## src/hw/rtl/wbd_pkg.sv

```systemverilog
package wbd_pkg;

   localparam int HEADER_BYTES = 32;
   localparam int POS_W = $clog2(HEADER_BYTES);
   localparam logic [POS_W-1:0] POS_LAST = POS_W'(HEADER_BYTES - 1);

   localparam logic [31:0] SIZE_BIAS = 32'd24;
   localparam int FINAL_BIT = 12;
   localparam int MONO_BIT = 2;

   localparam logic CMD_BYTE    = 1'b0;
   localparam logic CMD_RESTART = 1'b1;

   localparam logic [1:0] KIND_HEADER  = 2'd0;
   localparam logic [1:0] KIND_PAYLOAD = 2'd1;
   localparam logic [1:0] KIND_NONE    = 2'd2;

   localparam logic [1:0] ERR_NONE  = 2'd0;
   localparam logic [1:0] ERR_SYNC  = 2'd1;
   localparam logic [1:0] ERR_SHORT = 2'd2;

   typedef struct packed {
      logic        cmd;
      logic [7:0]  data_byte;
      logic [47:0] new_pts;
   } req_type;

   typedef struct packed {
      logic [7:0]  byte_out;
      logic [1:0]  byte_kind;
      logic        packet_start;
      logic        packet_end;
      logic [47:0] packet_pts;
      logic [31:0] packet_duration;
      logic [17:0] sample_rate;
      logic [5:0]  sample_bits;
      logic [7:0]  channel_total;
      logic [1:0]  error;
   } rsp_type;

   function automatic logic [7:0] magic_byte(input logic [1:0] idx);
      logic [7:0] m;
      case (idx)
         2'd0:    m = 8'h77;
         2'd1:    m = 8'h76;
         2'd2:    m = 8'h70;
         default: m = 8'h6b;
      endcase
      return m;
   endfunction

   function automatic logic [17:0] rate_lookup(input logic [3:0] code);
      logic [17:0] r;
      case (code)
         4'd0:    r = 18'd6000;
         4'd1:    r = 18'd8000;
         4'd2:    r = 18'd9600;
         4'd3:    r = 18'd11025;
         4'd4:    r = 18'd12000;
         4'd5:    r = 18'd16000;
         4'd6:    r = 18'd22050;
         4'd7:    r = 18'd24000;
         4'd8:    r = 18'd32000;
         4'd9:    r = 18'd44100;
         4'd10:   r = 18'd48000;
         4'd11:   r = 18'd64000;
         4'd12:   r = 18'd88200;
         4'd13:   r = 18'd96000;
         4'd14:   r = 18'd192000;
         default: r = 18'd0;
      endcase
      return r;
   endfunction

endpackage

```

## src/hw/rtl/wavpack_block_deframer.sv

```systemverilog
// Byte-stream deframer for WavPack block streams.
// req channel: one transfer per stream byte (cmd = 0) or a restart (cmd = 1)
// that clears framing and the sticky error and loads new_pts.
// rsp channel: exactly one transfer per req transfer, in order. Each carries
// the byte tagged as header, payload or discarded, packet start and end
// marks, and on packet end the packet pts, duration, sample rate, sample
// bits and channel total.
// The result is registered and shows on rsp in the cycle after the req
// transfer. Throughput: one byte per cycle while the receiver takes each
// result; all framing updates are done by the counters and byte compares
// between the req port and the result register.
// Reset clears framing state, the error and the pts (to 0); rsp_valid drops.
// When the receiver stalls, the result register holds and req_ready stays
// low until the held result is taken; a result taken in the same cycle
// frees the register for the next byte.
module wavpack_block_deframer
   import wbd_pkg::*;
(
   input  logic    clock,
   input  logic    reset,
   input  logic    req_valid,
   output logic    req_ready,
   input  req_type req_data,
   output logic    rsp_valid,
   input  logic    rsp_ready,
   output rsp_type rsp_data
);

   logic [POS_W-1:0] header_pos_ff, header_pos_in;
   logic             in_payload_ff, in_payload_in;
   logic [31:0]      payload_left_ff, payload_left_in;
   logic [31:0]      block_length_ff, block_length_in;
   logic [31:0]      block_flags_ff, block_flags_in;
   logic             first_block_ff, first_block_in;
   logic [47:0]      running_pts_ff, running_pts_in;
   logic [31:0]      held_duration_ff, held_duration_in;
   logic [5:0]       held_format_ff, held_format_in;
   logic [7:0]       channel_sum_ff, channel_sum_in;
   logic [1:0]       error_state_ff, error_state_in;

   logic             rsp_valid_ff;
   rsp_type          rsp_data_ff, rsp_in;

   logic             accept;
   logic [POS_W-1:0] pos;
   logic [7:0]       b;
   logic             block_done;
   logic [8:0]       chan_wide;
   logic [2:0]       bits_code;

   assign req_ready = !rsp_valid_ff || rsp_ready;
   assign accept    = req_valid && req_ready;
   assign rsp_valid = rsp_valid_ff;
   assign rsp_data  = rsp_data_ff;
   assign pos       = header_pos_ff;
   assign b         = req_data.data_byte;

   always_comb begin
      header_pos_in    = header_pos_ff;
      in_payload_in    = in_payload_ff;
      payload_left_in  = payload_left_ff;
      block_length_in  = block_length_ff;
      block_flags_in   = block_flags_ff;
      first_block_in   = first_block_ff;
      running_pts_in   = running_pts_ff;
      held_duration_in = held_duration_ff;
      held_format_in   = held_format_ff;
      channel_sum_in   = channel_sum_ff;
      error_state_in   = error_state_ff;
      block_done       = 1'b0;
      chan_wide        = '0;
      bits_code        = '0;

      rsp_in              = '0;
      rsp_in.byte_out     = b;
      rsp_in.byte_kind    = KIND_NONE;

      if (req_data.cmd == CMD_RESTART) begin
         header_pos_in    = '0;
         in_payload_in    = 1'b0;
         payload_left_in  = '0;
         block_length_in  = '0;
         block_flags_in   = '0;
         first_block_in   = 1'b1;
         held_duration_in = '0;
         held_format_in   = '0;
         channel_sum_in   = '0;
         error_state_in   = ERR_NONE;
         running_pts_in   = req_data.new_pts;
         rsp_in.byte_out  = '0;
      end else if (error_state_ff != ERR_NONE) begin
         rsp_in.byte_kind = KIND_NONE;
      end else if (in_payload_ff) begin
         rsp_in.byte_kind = KIND_PAYLOAD;
         payload_left_in  = payload_left_ff - 32'd1;
         if (payload_left_in == '0) begin
            in_payload_in = 1'b0;
            block_done    = 1'b1;
         end
      end else if (first_block_ff && pos < POS_W'(4) && b != magic_byte(pos[1:0])) begin
         error_state_in = ERR_SYNC;
      end else begin
         if (pos >= POS_W'(4) && pos <= POS_W'(7)) begin
            if (pos == POS_W'(4)) begin
               block_length_in = {24'd0, b};
            end else begin
               block_length_in[{pos[1:0], 3'b000} +: 8] = b;
            end
         end
         if (pos == POS_W'(7) && block_length_in < SIZE_BIAS) begin
            error_state_in = ERR_SHORT;
         end else begin
            if (pos >= POS_W'(20) && pos <= POS_W'(23) && first_block_ff) begin
               if (pos == POS_W'(20)) begin
                  held_duration_in = {24'd0, b};
               end else begin
                  held_duration_in[{pos[1:0], 3'b000} +: 8] = b;
               end
            end
            if (pos >= POS_W'(24) && pos <= POS_W'(27)) begin
               if (pos == POS_W'(24)) begin
                  block_flags_in = {24'd0, b};
               end else begin
                  block_flags_in[{pos[1:0], 3'b000} +: 8] = b;
               end
               if (pos == POS_W'(27)) begin
                  if (first_block_ff) begin
                     held_format_in = {block_flags_in[1:0], block_flags_in[26:23]};
                  end
                  chan_wide = {1'b0, channel_sum_ff}
                            + (block_flags_in[MONO_BIT] ? 9'd1 : 9'd2);
                  channel_sum_in = chan_wide[8] ? 8'hff : chan_wide[7:0];
               end
            end
            rsp_in.byte_kind    = KIND_HEADER;
            rsp_in.packet_start = (pos == '0) && first_block_ff;
            if (pos == POS_LAST) begin
               header_pos_in   = '0;
               payload_left_in = block_length_ff - SIZE_BIAS;
               if (payload_left_in == '0) begin
                  block_done = 1'b1;
               end else begin
                  in_payload_in = 1'b1;
               end
            end else begin
               header_pos_in = pos + POS_W'(1);
            end
         end
      end

      if (block_done) begin
         if (block_flags_ff[FINAL_BIT]) begin
            bits_code              = {1'b0, held_format_ff[5:4]} + 3'd1;
            rsp_in.packet_end      = 1'b1;
            rsp_in.packet_pts      = running_pts_ff;
            rsp_in.packet_duration = held_duration_ff;
            rsp_in.sample_rate     = rate_lookup(held_format_ff[3:0]);
            rsp_in.sample_bits     = {bits_code, 3'b000};
            rsp_in.channel_total   = channel_sum_ff;
            running_pts_in         = running_pts_ff + {16'd0, held_duration_ff};
            first_block_in         = 1'b1;
            channel_sum_in         = '0;
         end else begin
            first_block_in = 1'b0;
         end
      end

      rsp_in.error = error_state_in;
   end

   always_ff @(posedge clock) begin
      if (reset) begin
         header_pos_ff    <= '0;
         in_payload_ff    <= 1'b0;
         payload_left_ff  <= '0;
         block_length_ff  <= '0;
         block_flags_ff   <= '0;
         first_block_ff   <= 1'b1;
         running_pts_ff   <= '0;
         held_duration_ff <= '0;
         held_format_ff   <= '0;
         channel_sum_ff   <= '0;
         error_state_ff   <= ERR_NONE;
         rsp_valid_ff     <= 1'b0;
      end else begin
         if (accept) begin
            header_pos_ff    <= header_pos_in;
            in_payload_ff    <= in_payload_in;
            payload_left_ff  <= payload_left_in;
            block_length_ff  <= block_length_in;
            block_flags_ff   <= block_flags_in;
            first_block_ff   <= first_block_in;
            running_pts_ff   <= running_pts_in;
            held_duration_ff <= held_duration_in;
            held_format_ff   <= held_format_in;
            channel_sum_ff   <= channel_sum_in;
            error_state_ff   <= error_state_in;
            rsp_valid_ff     <= 1'b1;
         end else if (rsp_ready) begin
            rsp_valid_ff <= 1'b0;
         end
      end
   end

   always_ff @(posedge clock) begin
      if (accept) begin
         rsp_data_ff <= rsp_in;
      end
   end

   a_end_not_discard: assert property (@(posedge clock) disable iff (reset)
      rsp_valid_ff && rsp_data_ff.packet_end |-> rsp_data_ff.byte_kind != KIND_NONE)
      else $error("packet end on a discarded byte");

   a_start_is_header: assert property (@(posedge clock) disable iff (reset)
      rsp_valid_ff && rsp_data_ff.packet_start |->
         rsp_data_ff.byte_kind == KIND_HEADER && header_pos_ff == POS_W'(1))
      else $error("packet start not on first header byte");

   a_payload_count: assert property (@(posedge clock) disable iff (reset)
      in_payload_ff |-> payload_left_ff != '0 && header_pos_ff == '0)
      else $error("payload state with nothing left");

   a_restart_loads: assert property (@(posedge clock) disable iff (reset)
      accept && req_data.cmd == CMD_RESTART |=>
         error_state_ff == ERR_NONE && running_pts_ff == $past(req_data.new_pts))
      else $error("restart did not load pts or clear error");

endmodule

```

## config.mk

```make
export PLATFORM = sky130hd
export DESIGN_NAME = wavpack_block_deframer
export DESIGN_NICKNAME = d
export VERILOG_FILES = /design/src/hw/rtl/wbd_pkg.sv /design/src/hw/rtl/wavpack_block_deframer.sv
export SDC_FILE = /design/constraint.sdc
export NUM_CORES = 1
export LEC_CHECK = 0
export ABC_AREA = 1
export BUFFER_PORTS_ARGS = -buffer_cell sky130_fd_sc_hd__buf_2
export CORE_MARGIN = 3
export CORE_UTILIZATION = 25
export DETAILED_ROUTE_END_ITERATION = 8
export PLACE_DENSITY = 0.48
export RECOVER_POWER = 50
export SKIP_LAST_GASP = 1
export SYNTH_ARGS = -nofsm -noshare
export SYNTH_HDL_FRONTEND = slang
export SYNTH_SLANG_ARGS = --single-unit
```

## constraint.sdc

```tcl
create_clock -name clock -period 8.65 [get_ports clock]
set_input_delay 0.865 -clock clock [delete_from_list [all_inputs] [get_ports clock]]
set_output_delay 0.865 -clock clock [all_outputs]
set_load 0.03 [all_outputs]
```

# ---- After elaboration in Yosys (flattened, before gate mapping)
# Memory sizes are Yosys's and may differ from the RTL's. A register that Yosys moved wholly into a read port is not among the register bits.
# Cells that the tools add are included.
dict set report word_totals {
  reg_bits 326
  romBits 288
  inputBits 61
  out_inout_bits 128
  elab_cells 193
  memories 1
}
dict set report classes {
  addsub 7
  order_cmp 8
  eq_ne 15
  shift 2
  muxes 103
  reduce_logical 34
}
# memory depth width read_ports rd_ports_with_merged_regs write_ports line_no
set mem_list {}
lappend mem_list {{(name not given)} 16 18 1 1 0 wbd_pkg.sv:54} ;# case (code)
# operator n
set ops {}
lappend ops {{$mux W32} 36}
lappend ops {{$mux W48} 3}
lappend ops {{$mux W113} 1}
lappend ops {{$mux W8} 13}
lappend ops {{$bwmux W32} 3}
lappend ops {{$logic_not A32 Y1} 2}
lappend ops {{$add A48 B32 Y48} 1}
lappend ops {{$mux W6} 8}
lappend ops {{$lt A32 B5 Y1 const B} 1}
lappend ops {{$shift A8 B7 Y32 const A} 1}
lappend ops {{$shiftx A8 B7 Y32} 1}
lappend ops {{$sub A32 B1 Y32 const B} 1}
lappend ops {{$sub A32 B5 Y32 const B} 1}
lappend ops {{$mux W5} 6}
lappend ops {{$mux W1} 21}
lappend ops {{$eq A5 B5 Y1 const B} 4}
lappend ops {{$pmux W5 S3} 1}
lappend ops {{$mux W2} 7}
lappend ops {{$reduce_bool A2 Y1} 7}
lappend ops {{$reduce_and A6 Y1} 2}
lappend ops {{$eq A5 B3 Y1 const B} 2}
lappend ops {{$ge A5 B5 Y1 const B} 2}
lappend ops {{$le A5 B5 Y1 const B} 2}
lappend ops {{$reduce_and A5 Y1} 2}
lappend ops {{other kinds (25)} 41}

# ---- Longest topological paths before layout
# Gate-level depths: netlist (run 1).
dict set report depth {
  word_depth 30
  mapped_depth 28
  depth_no_buf 24
}

# ---- Worst setup path before layout (run 1)
# No wires, ideal clock.
dict set report synth_path {
  path_kind {input-to-reg}
  startpoint {input rsp_ready}
  endpoint {register rsp_data_ff (netlist bit rsp_data[0]) (enable)}
  t_arrival_ns 4.985
  t_required_ns 8.115
  setup_slack_ns 3.129
  path_stages 5
  path_buffers 1
  cell_sequence {inv_1 > nand2_1 > nand2_1 > clkinv_1 > clkbuf_1}
}
dict set report synth_between {
  elab_chain_cells 2
}
# item line_no
set synth_rtl {}
lappend synth_rtl {{from (decl)} wavpack_block_deframer.sv:25} ;# input logic rsp_ready,
lappend synth_rtl {{$logic_or A1 B1 Y1} wavpack_block_deframer.sv:51} ;# assign req_ready = !rsp_valid_ff || rsp_ready;
lappend synth_rtl {{via req_ready} wavpack_block_deframer.sv:22} ;# output logic req_ready,
lappend synth_rtl {{$logic_and A1 B1 Y1} wavpack_block_deframer.sv:52} ;# assign accept = req_valid && req_ready;
lappend synth_rtl {{via accept} wavpack_block_deframer.sv:44} ;# logic accept;
lappend synth_rtl {{to (signal assigned)} wavpack_block_deframer.sv:207} ;# rsp_data_ff <= rsp_in;
lappend synth_rtl {{to (decl)} wavpack_block_deframer.sv:42} ;# rsp_type rsp_data_ff, rsp_in;
# The timed path passes the listed nets, and every way through them passes these cells.
# A chain may end at the register's enable or synchronous reset.

==> results of run 1 <==
==> final timing paths <==
kind,from,end,slack [ns]
setup / recovery,reset,held_duration_ff[18]$_SDFFE_PP0P_,3.08
hold / removal,block_flags_ff[2]$_SDFFE_PP0P_,block_flags_ff[2]$_SDFFE_PP0P_,0.47
setup reg to reg,header_pos_ff[0]$_SDFFE_PP0P_,flop,3.49
hold reg to reg,block_flags_ff[2]$_SDFFE_PP0P_,block_flags_ff[2]$_SDFFE_PP0P_,0.47
==> critical path, cell delays in order <==
cell	delay (ns)
buf_4	0.49
clkbuf_1	2.66
inv_2	1.41
o21ai_0	0.46
a21oi_1	0.06
==> cell type report <==
type / instances / share of cell area (%)
clock inverters: 15 / 0.657
well taps: 1030 / 5.83
repair buffers: 197 / 3.80
inverters: 346 / 5.90
clock buffers: 55 / 5.11
flip-flops and latches: 317 / 34.3
multi-input cells: 1966 / 44.4
diodes: 1 / 0.0113
==> through the flow <==
stage,instances,util (%),hold WS (ns),setup WS (ns)
2_1_floorplan,2739,-,0.432,3.13
6_report,3927,29.0,0.471,3.08
3_3_place_gp,3856,27.6,0.463,3.70
5_1_grt,3926,29.0,0.510,2.59
4_1_cts,3926,29.3,0.464,3.53
3_5_place_dp,3856,27.6,0.455,3.52
==> sequential cells by signal (all words and copies together) (netlist names), named ones only <==
signal	count
running_pts_ff	48
in_payload_ff	1
payload_left_ff	32
first_block_ff	1
block_length_ff	32
channel_sum_ff	8
header_pos_ff	5
rsp_data	123
error_state_ff	2
block_flags_ff	8
held_format_ff	6
held_duration_ff	32
rsp_valid	1
==> synth_stat cells, types with 19 or more instances <==
| cell | count |
|---|---|
| o22ai_1 | 25 |
| o211ai_1 | 19 |
| inv_1 | 332 |
| ha_1 | 57 |
| nor2_1 | 431 |
| nand2_1 | 600 |
| a31oi_1 | 19 |
| nor3_1 | 28 |
| xnor2_1 | 20 |
| o21ai_0 | 212 |
| nand4_1 | 56 |
| edfxtp_1 | 123 |
| buf_2 | 23 |
| o21ai_1 | 23 |
| dfxtp_1 | 194 |
| a21oi_1 | 182 |
| clkbuf_1 | 63 |
| nand3_1 | 116 |
| xor2_1 | 49 |
==> layer usage <==
metal / up-vias / routed length, um / GRT usage, %
li1: 9255 / - / -
met3: 89 / 3370 / 2.71
met5: - / 27 / 0
met1: 8576 / 30900 / 21.6
met2: 464 / 33800 / 29.2
met4: 4 / 1550 / 4.19
==> report_power, final <==
group          internal [uW]  switching, uW  total [uW]
registers               1630           54.5        1680
logic                    161            413         574
clock network            972            682        1650
==> logic make-up after synthesis <==
logic type	Yosys count	share of synthesized area, %
adders and majority gates	59	3.92
buffers and inverters	456	9.63
xor gates and xnor gates	69	3.15
DFF	317	39.5
muxes	1	0.0521
other	1	0.0195
and+or+nand+nor	1291	28.0
AOI/OAI and AO/OA	543	15.8
==> impl_metrics.tcl, run 1 <==
set metrics [dict create \
    synthArstFlopShare_pct 0 \
    violations "max-capacitance violations, max-slew violations" \
    synth_top_area_cell "dfxtp_1" \
    insertion_delay_ns 0.57 \
    ioPinCount 189 \
    core-area_sq_um 76100 \
    clkSinkCount 317 \
    die_area_sq_um 80200 \
    clock.fmax_mhz 180 \
    first_global_vias 17700 \
    initial_core_util_pct 25.2 \
    synth.cell_area_sq_um 19200 \
    worst_ep_arrival_time_ns 5.98 \
    num_vias 18400 \
    cts_hold_buf 0 \
    clkTransAtPathRegs_ns 0.06 \
    place_area_sq_um 21000 \
    maxSlewHeadroom_pct -149 \
    min_period_ns 5.57 \
    fin_nets 2987 \
    path_max_fanout 70 \
    finalCritPeriodShare_pct 64.3 \
    synthCells 2737 \
    worst_pin_slew_ns 3.73 \
    yosys_register_bits 317 \
    cts.path.max_buffers 3 \
    synth_flop_cell "dfxtp_1" \
    slew_violations 219 \
    finalPower_uw 3910 \
    layout-drive-gt1-share_pct 6.35 \
    post_cts_buffers 0 \
    cts_resized 0 \
    fill_cells 8613 \
    final_cell_mix "599 x nand2_1, 431 x nor2_1, 330 x inv_1" \
    first_pass_iters 5 \
    antenna_found_initial 3 \
    drc_errors 0 \
    rows 101 \
    drv_cap 4 \
    cts_tree "yes" \
    via_per_inst 4.68 \
    ant_nets 0 \
    synth_edf_count 123 \
    yosysSeqAreaShare_pct 39.5 \
    worst_setup_path_end_kind "flop" \
    final_area_sq_um 22100 \
    grt_pass1_wl_um 106000 \
    rsz0062_at_grt "false" \
    run_status "finished, violations left" \
    hp-class "flop to flop" \
    ys_types 55 \
    wl_per_cell_um 17.7 \
    finalSetupViolCount 0 \
    cts-root-buf "clkbuf_16" \
    setup_tns_ns 0 \
    syn2layout_area_growth_pct 15.0 \
    finalClockSkew_ns 0.0405 \
    die_y_um 283 \
    ys_top_cells_by_area "dfxtp_1 20%, edfxtp_1 19%, nand2_1 12%, nor2_1 8.4%, inv_1 6.5%" \
    seqCellArea_sq_um 7580 \
    track_usage_pct 16.8 \
    power_leakage_uw 0.00914 \
    grt-ovfl-total 0 \
    die_w_um 283 \
    gp_congestion 0.923 \
    syn_avg_cell_area_sq_um 7.02 \
    rr_worst_depth 16 \
    min_path_cells 2 \
    ys.warnings.count 0 \
    final_common_cell "nand2_1" \
    cts-buffers-inserted 39 \
    drtIter0Drc 1359 \
    hold_viol_final 0 \
    required_ns 9.07 \
    hpwl_um 52700 \
    grt_start_max_net_pins 108 \
    htree_levels 2 \
    synth.top_cell.area_share_pct 20.2 \
    cellPowerDensity_nw_per_um2 177 \
    peakVddDrop_v 0.000122 \
    routed_wl_um 69600 \
    critical_path_class "input port to flop" \
    io_buffers 185 \
    multi_input_area_sq_um 9800 \
    crit_path_start_kind "input port" \
]
Power figures use the tool's default switching activity.
==> inputs of run 2 (changes only) <==
- ABC_AREA: 1 -> 0
- PLACE_DENSITY: 0.48 -> 0.49
- clock period: 8.65 -> 5.7 ns (I/O delays scaled with it)
==> impl_metrics.tcl, run 2 <==
set metrics [dict create \
    finalCritPeriodShare_pct 90.0 \
    synth.top_cell.area_share_pct 22.4 \
    setup_tns_ns 0 \
    die_w_um 269 \
    hold_viol_final 0 \
    antenna_found_initial 1 \
    violations "max-capacitance violations, max-slew violations" \
    largest_reg_flops 123 \
    first_pass_iters 5 \
    cts-root-buf "clkbuf_16" \
    syn2layout_area_growth_pct 17.2 \
    crit_path_start_kind "flop" \
    syn_avg_cell_area_sq_um 8.81 \
    stdcell_count 3052 \
    cellPowerDensity_nw_per_um2 281 \
    rows 95 \
    synth.cell_area_sq_um 17300 \
    gp_congestion 0.895 \
    finalClockSkew_ns 0.0259 \
    clkSinkCount 317 \
    combPwrFrac_pct 11.1 \
    cts_resized 0 \
    fill_cells 7358 \
    grt_start_max_net_pins 122 \
    post-place-ws_ns 0.832 \
    clock.fmax_mhz 195 \
    rr_worst_depth 12 \
    min_period_ns 5.13 \
    initial_core_util_pct 25.5 \
    p_sw_share_pct 27.6 \
    core-area_sq_um 68000 \
    clkTransAtPathRegs_ns 0.06 \
    ys_top_cells_by_area "dfxtp_1 22%, edfxtp_1 21%, nor2_1 5.6%, and2_1 4.4%, ha_1 4.1%" \
    finalSetupViolCount 0 \
    maxSlewHeadroom_pct -84.8 \
    dp_cells 2980 \
    clkPwrFrac_pct 45.2 \
    multi_input_area_sq_um 9150 \
    yosys_register_bits 317 \
    first_global_vias 15400 \
    ant_nets 0 \
    post_cts_buffers 0 \
    min_path_cells 3 \
    drv_cap 3 \
    fin_ws_ns 0.567 \
    wl_per_cell_um 21.0 \
    p_seq_share_pct 43.7 \
    die_area_sq_um 72600 \
    yosysSeqAreaShare_pct 43.7 \
    cts-buffers-inserted 39 \
    fin_nets 2220 \
    peakVddDrop_v 0.000159 \
    htree_levels 2 \
    synthArstFlopShare_pct 0 \
    post-synth-top-count-cell "nor2_1" \
    critical_path_class "flop to flop" \
    ys_types 86 \
    timing.hold.ws_ns 0.260 \
    worst_pin_slew_ns 2.77 \
    hp-start "req_valid" \
    synth_flop_cell "dfxtp_1" \
    hpwl_um 45900 \
    cts_hold_buf 0 \
    die_y_um 269 \
    synth_top_area_cell "dfxtp_1" \
    antenna_cells 0 \
    worst_ep_arrival_time_ns 5.53 \
    run_status "finished, violations left" \
    worst_setup_path_end_kind "flop" \
    drc_errors 0 \
    rsz0062_at_grt "false" \
    slew_violations 101 \
    cp-startpoint "header_pos_ff[0]$_SDFFE_PP0P_" \
    final_cell_mix "259 x nor2_1, 194 x dfxtp_1, 140 x clkbuf_1" \
    path_max_fanout 17 \
    synthCells 1968 \
    cts_tree "yes" \
    via_per_inst 5.23 \
    cts.path.max_buffers 3 \
    power_leakage_uw 0.00759 \
    final_common_cell "nor2_1" \
    drtIter0Drc 1214 \
    io_buffers 185 \
    grt_pass1_wl_um 97200 \
    r2r_start "header_pos_ff[0]$_SDFFE_PP0P_" \
    power_switching_uw 1580 \
    p_int_uw 4140 \
    required_ns 6.10 \
    seqCellArea_sq_um 7580 \
    hp-class "input port to flop" \
    layout-drive-gt1-share_pct 8.45 \
    finalPower_uw 5720 \
    ys.warnings.count 0 \
    track_usage_pct 17.0 \
    grt-ovfl-total 0 \
    ioPinCount 189 \
    synth_edf_count 123 \
    synth_common_cells "260 x nor2_1, 194 x dfxtp_1, 125 x nand2_1, 123 x a21oi_1, 123 x edfxtp_1" \
    routed_wl_um 64200 \
    insertion_delay_ns 0.56 \
    num_vias 16000 \
]
run 2: per-layer routing:
metal	global-route usage [%]	part of all wire [%]
met5	0	0
met4	4.52	2.5
met3	2.85	5.9
met2	28.5	47
met1	22.6	45
run 2: final timing paths:
path                                 endpoint  slack, ns
max          held_duration_ff[0]$_SDFFE_PP0P_       0.57
min                    rsp_valid$_SDFFE_PP0P_       0.26
max reg2reg  held_duration_ff[0]$_SDFFE_PP0P_       0.57
min reg2reg   running_pts_ff[31]$_SDFFE_PP0P_       0.48
run 2: layout make-up:
class / instances / share of cell area [%]
Timing Repair Buffer: 215 / 4.85
Clock buffer: 50 / 5.26
Inverter: 37 / 0.708
Multi-Input combinational cell: 1490 / 45.0
Sequential cell: 317 / 37.3
Clock inverter: 22 / 1.24
Tap cell: 921 / 5.67
run 2: cells by family after synthesis:
logic type / after synthesis / share of synthesized area [%]
AO/OA/AOI/OAI: 499 / 19.0
other: 1 / 0.0216
AND/OR/NAND/NOR: 853 / 25.3
flip-flops: 317 / 43.7
XOR/XNOR: 65 / 3.28
multiplexers: 11 / 0.635
buffers and inverters: 163 / 3.71
adder cells (fa/ha/maj): 59 / 4.34
run 2: critical path, cell delays in order, from the launching register on:
cell and delay [ns]:
dfxtp_1 0.70, inv_1 0.22, ha_1 0.45, nor4bb_1 0.88, nor2_1 0.17, o22ai_1 0.21
a211oi_1 0.11, nand4b_1 0.35, a21oi_1 0.26, nor3_1 0.81, o21a_1 0.51, mux2i_1 0.24
nor2_1 0.05
run 2: through the flow:
stage	util (%)	area (sq um)
6_report	29.9	20300
5_1_grt	29.9	20300
4_1_cts	30.2	20500
3_5_place_dp	28.2	19200
3_3_place_gp	28.2	19200
2_1_floorplan	-	17400
run 2: power groups by stage:
stage	combinational [uW]	clock (uW)	sequential, uW
2_1_floorplan	343	0	2620
4_1_cts	650	2660	2500
3_3_place_gp	645	0	2540
6_report	637	2590	2500
5_1_grt	689	2750	2510
3_5_place_dp	648	0	2540
==> inputs of run 3 (changes only) <==
- clock period: 5.7 -> 6.3 ns (I/O delays scaled with it)
==> impl_metrics.tcl, run 3 (synthesis results as in run 2) <==
set metrics [dict create \
    run_status "finished, violations left" \
    violations "max-capacitance violations, max-slew violations" \
    first_pass_iters 5 \
    worst_pin_slew_ns 2.41 \
    syn2layout_area_growth_pct 16.7 \
    insertion_delay_ns 0.57 \
    timing.hold.ws_ns 0.316 \
    p_int_uw 3660 \
    die_y_um 269 \
    finalSetupViolCount 0 \
    grt_start_max_net_pins 79 \
    combPwrFrac_pct 11.3 \
    power_leakage_uw 0.00755 \
    slew_violations 153 \
    crit_path_start_kind "input port" \
    critical_path_class "input port to flop" \
    hold_viol_final 0 \
    fill_cells 7344 \
    fin_nets 2217 \
    gp_congestion 0.912 \
    ant_nets 0 \
    r2r_start "header_pos_ff[0]$_SDFFE_PP0P_" \
    worst_ep_arrival_time_ns 6.05 \
    dp_cells 2976 \
    clkSinkCount 317 \
    final_area_sq_um 20200 \
    grt-ovfl-total 0 \
    num_vias 15700 \
    min_path_cells 3 \
    via_per_inst 5.14 \
    required_ns 6.77 \
    rows 95 \
    maxSlewHeadroom_pct -60.8 \
    track_usage_pct 16.8 \
    layout-drive-gt1-share_pct 8.18 \
    core-area_sq_um 68000 \
    die_w_um 269 \
    clkPwrFrac_pct 44.1 \
    wl_per_cell_um 20.6 \
    fin_util_pct 29.8 \
    drtIter0Drc 1273 \
    hp-start "req_valid" \
    first_global_vias 15500 \
    rr_endpoint "held_duration_ff[2]$_SDFFE_PP0P_" \
    die_area_sq_um 72600 \
    io_buffers 185 \
    drv_cap 4 \
    largest_reg_flops 123 \
    initial_core_util_pct 25.5 \
    htree_levels 2 \
    r2r_slack_ns 1.06 \
    place_area_sq_um 19200 \
    clkTransAtPathRegs_ns 0.06 \
    p_seq_share_pct 44.6 \
    rsz0062_at_grt "false" \
    hpwl_um 44900 \
    hp-class "input port to flop" \
    cts_hold_buf 0 \
    holdPathEnd "rsp_valid$_SDFFE_PP0P_" \
    drc_errors 0 \
    stdcell_count 3050 \
    rr_worst_depth 12 \
    grt_pass1_wl_um 96400 \
    post_cts_buffers 0 \
    power_switching_uw 1410 \
    p_sw_share_pct 27.9 \
    ioPinCount 189 \
    cts-root-buf "clkbuf_16" \
    cp-startpoint "req_data[56]" \
    antenna_found_initial 0 \
    path_max_fanout 40 \
    cts_tree "yes" \
    cts_resized 0 \
    cts.path.max_buffers 3 \
    min_period_ns 5.58 \
    cellPowerDensity_nw_per_um2 250 \
    clock.fmax_mhz 179 \
    finalClockSkew_ns 0.0226 \
    finalCritPeriodShare_pct 88.6 \
    routed_wl_um 62900 \
    final_common_cell "nor2_1" \
    peakVddDrop_v 0.000142 \
    setup_tns_ns 0 \
    final_cell_mix "259 x nor2_1, 193 x dfxtp_1, 141 x clkbuf_1" \
    worst_setup_path_end_kind "flop" \
    cts-buffers-inserted 40 \
]
-- run 3: changes by cell type in the layout (fill, tap and decap cells not counted), sizes merged --
cell and change:
clkinvlp -4, diode +1, inv -2, clkinv +8, bufinv -2, buf -4, clkbuf +1
-- run 3: metal layers --
layer  track usage (%)  up-vias  part of all wire, %
met2              28.5      494                   47
li1                  -     7504                    -
met1              22.1     7590                   45
met3              3.04       85                  6.0
met5                 0        -                    0
met4              4.01        0                  2.0
-- run 3: final cells by class --
type | instances | area [sq um] | share of cell area (%)
Multi-Input combinational cell | 1490 | 9160 | 45.2
Sequential cell | 317 | 7580 | 37.4
Tap cell | 921 | 1150 | 5.69
Clock buffer | 51 | 1070 | 5.30
Timing Repair Buffer | 211 | 956 | 4.72
Clock inverter | 22 | 181 | 0.896
Inverter | 37 | 144 | 0.711
Antenna cell | 1 | 2.50 | 0.0124
-- run 3: worst max-delay path by stage --
stage | to | depth (start not counted)
final | block_length_ff[0]$_SDFFE_PP0P_ | 6
after floorplan | running_pts_ff[41]$_SDFFE_PP0P_ | 8
after CTS | running_pts_ff[2]$_SDFFE_PP0P_ | 12
after global routing | block_length_ff[1]$_SDFFE_PP0P_ | 6
after detailed placement | running_pts_ff[18]$_SDFFE_PP0P_ | 12
after global placement | running_pts_ff[2]$_SDFFE_PP0P_ | 12
-- run 3: metrics by stage --
stage	worst slack (ns)	power, uW
6_report	0.721	5070
3_3_place_gp	1.46	2890
2_1_floorplan	0.649	2680
5_1_grt	0.421	5290
4_1_cts	1.18	5150
3_5_place_dp	1.20	2890
-- run 3: critical path: stages --
cell and delay, ns:
clkbuf_1 0.22, clkbuf_1 1.65, clkbuf_1 1.81, o21ai_0 0.98, or3_1 0.56, a21oi_1 0.14
-- run 3: power groups by stage --
stage / sequential, uW / combinational [uW] / clock, uW
floorplan: 2370 / 310 / 0
global placement: 2300 / 584 / 0
detailed placement: 2300 / 585 / 0
CTS: 2260 / 587 / 2310
global route: 2270 / 621 / 2400
finish: 2260 / 573 / 2240
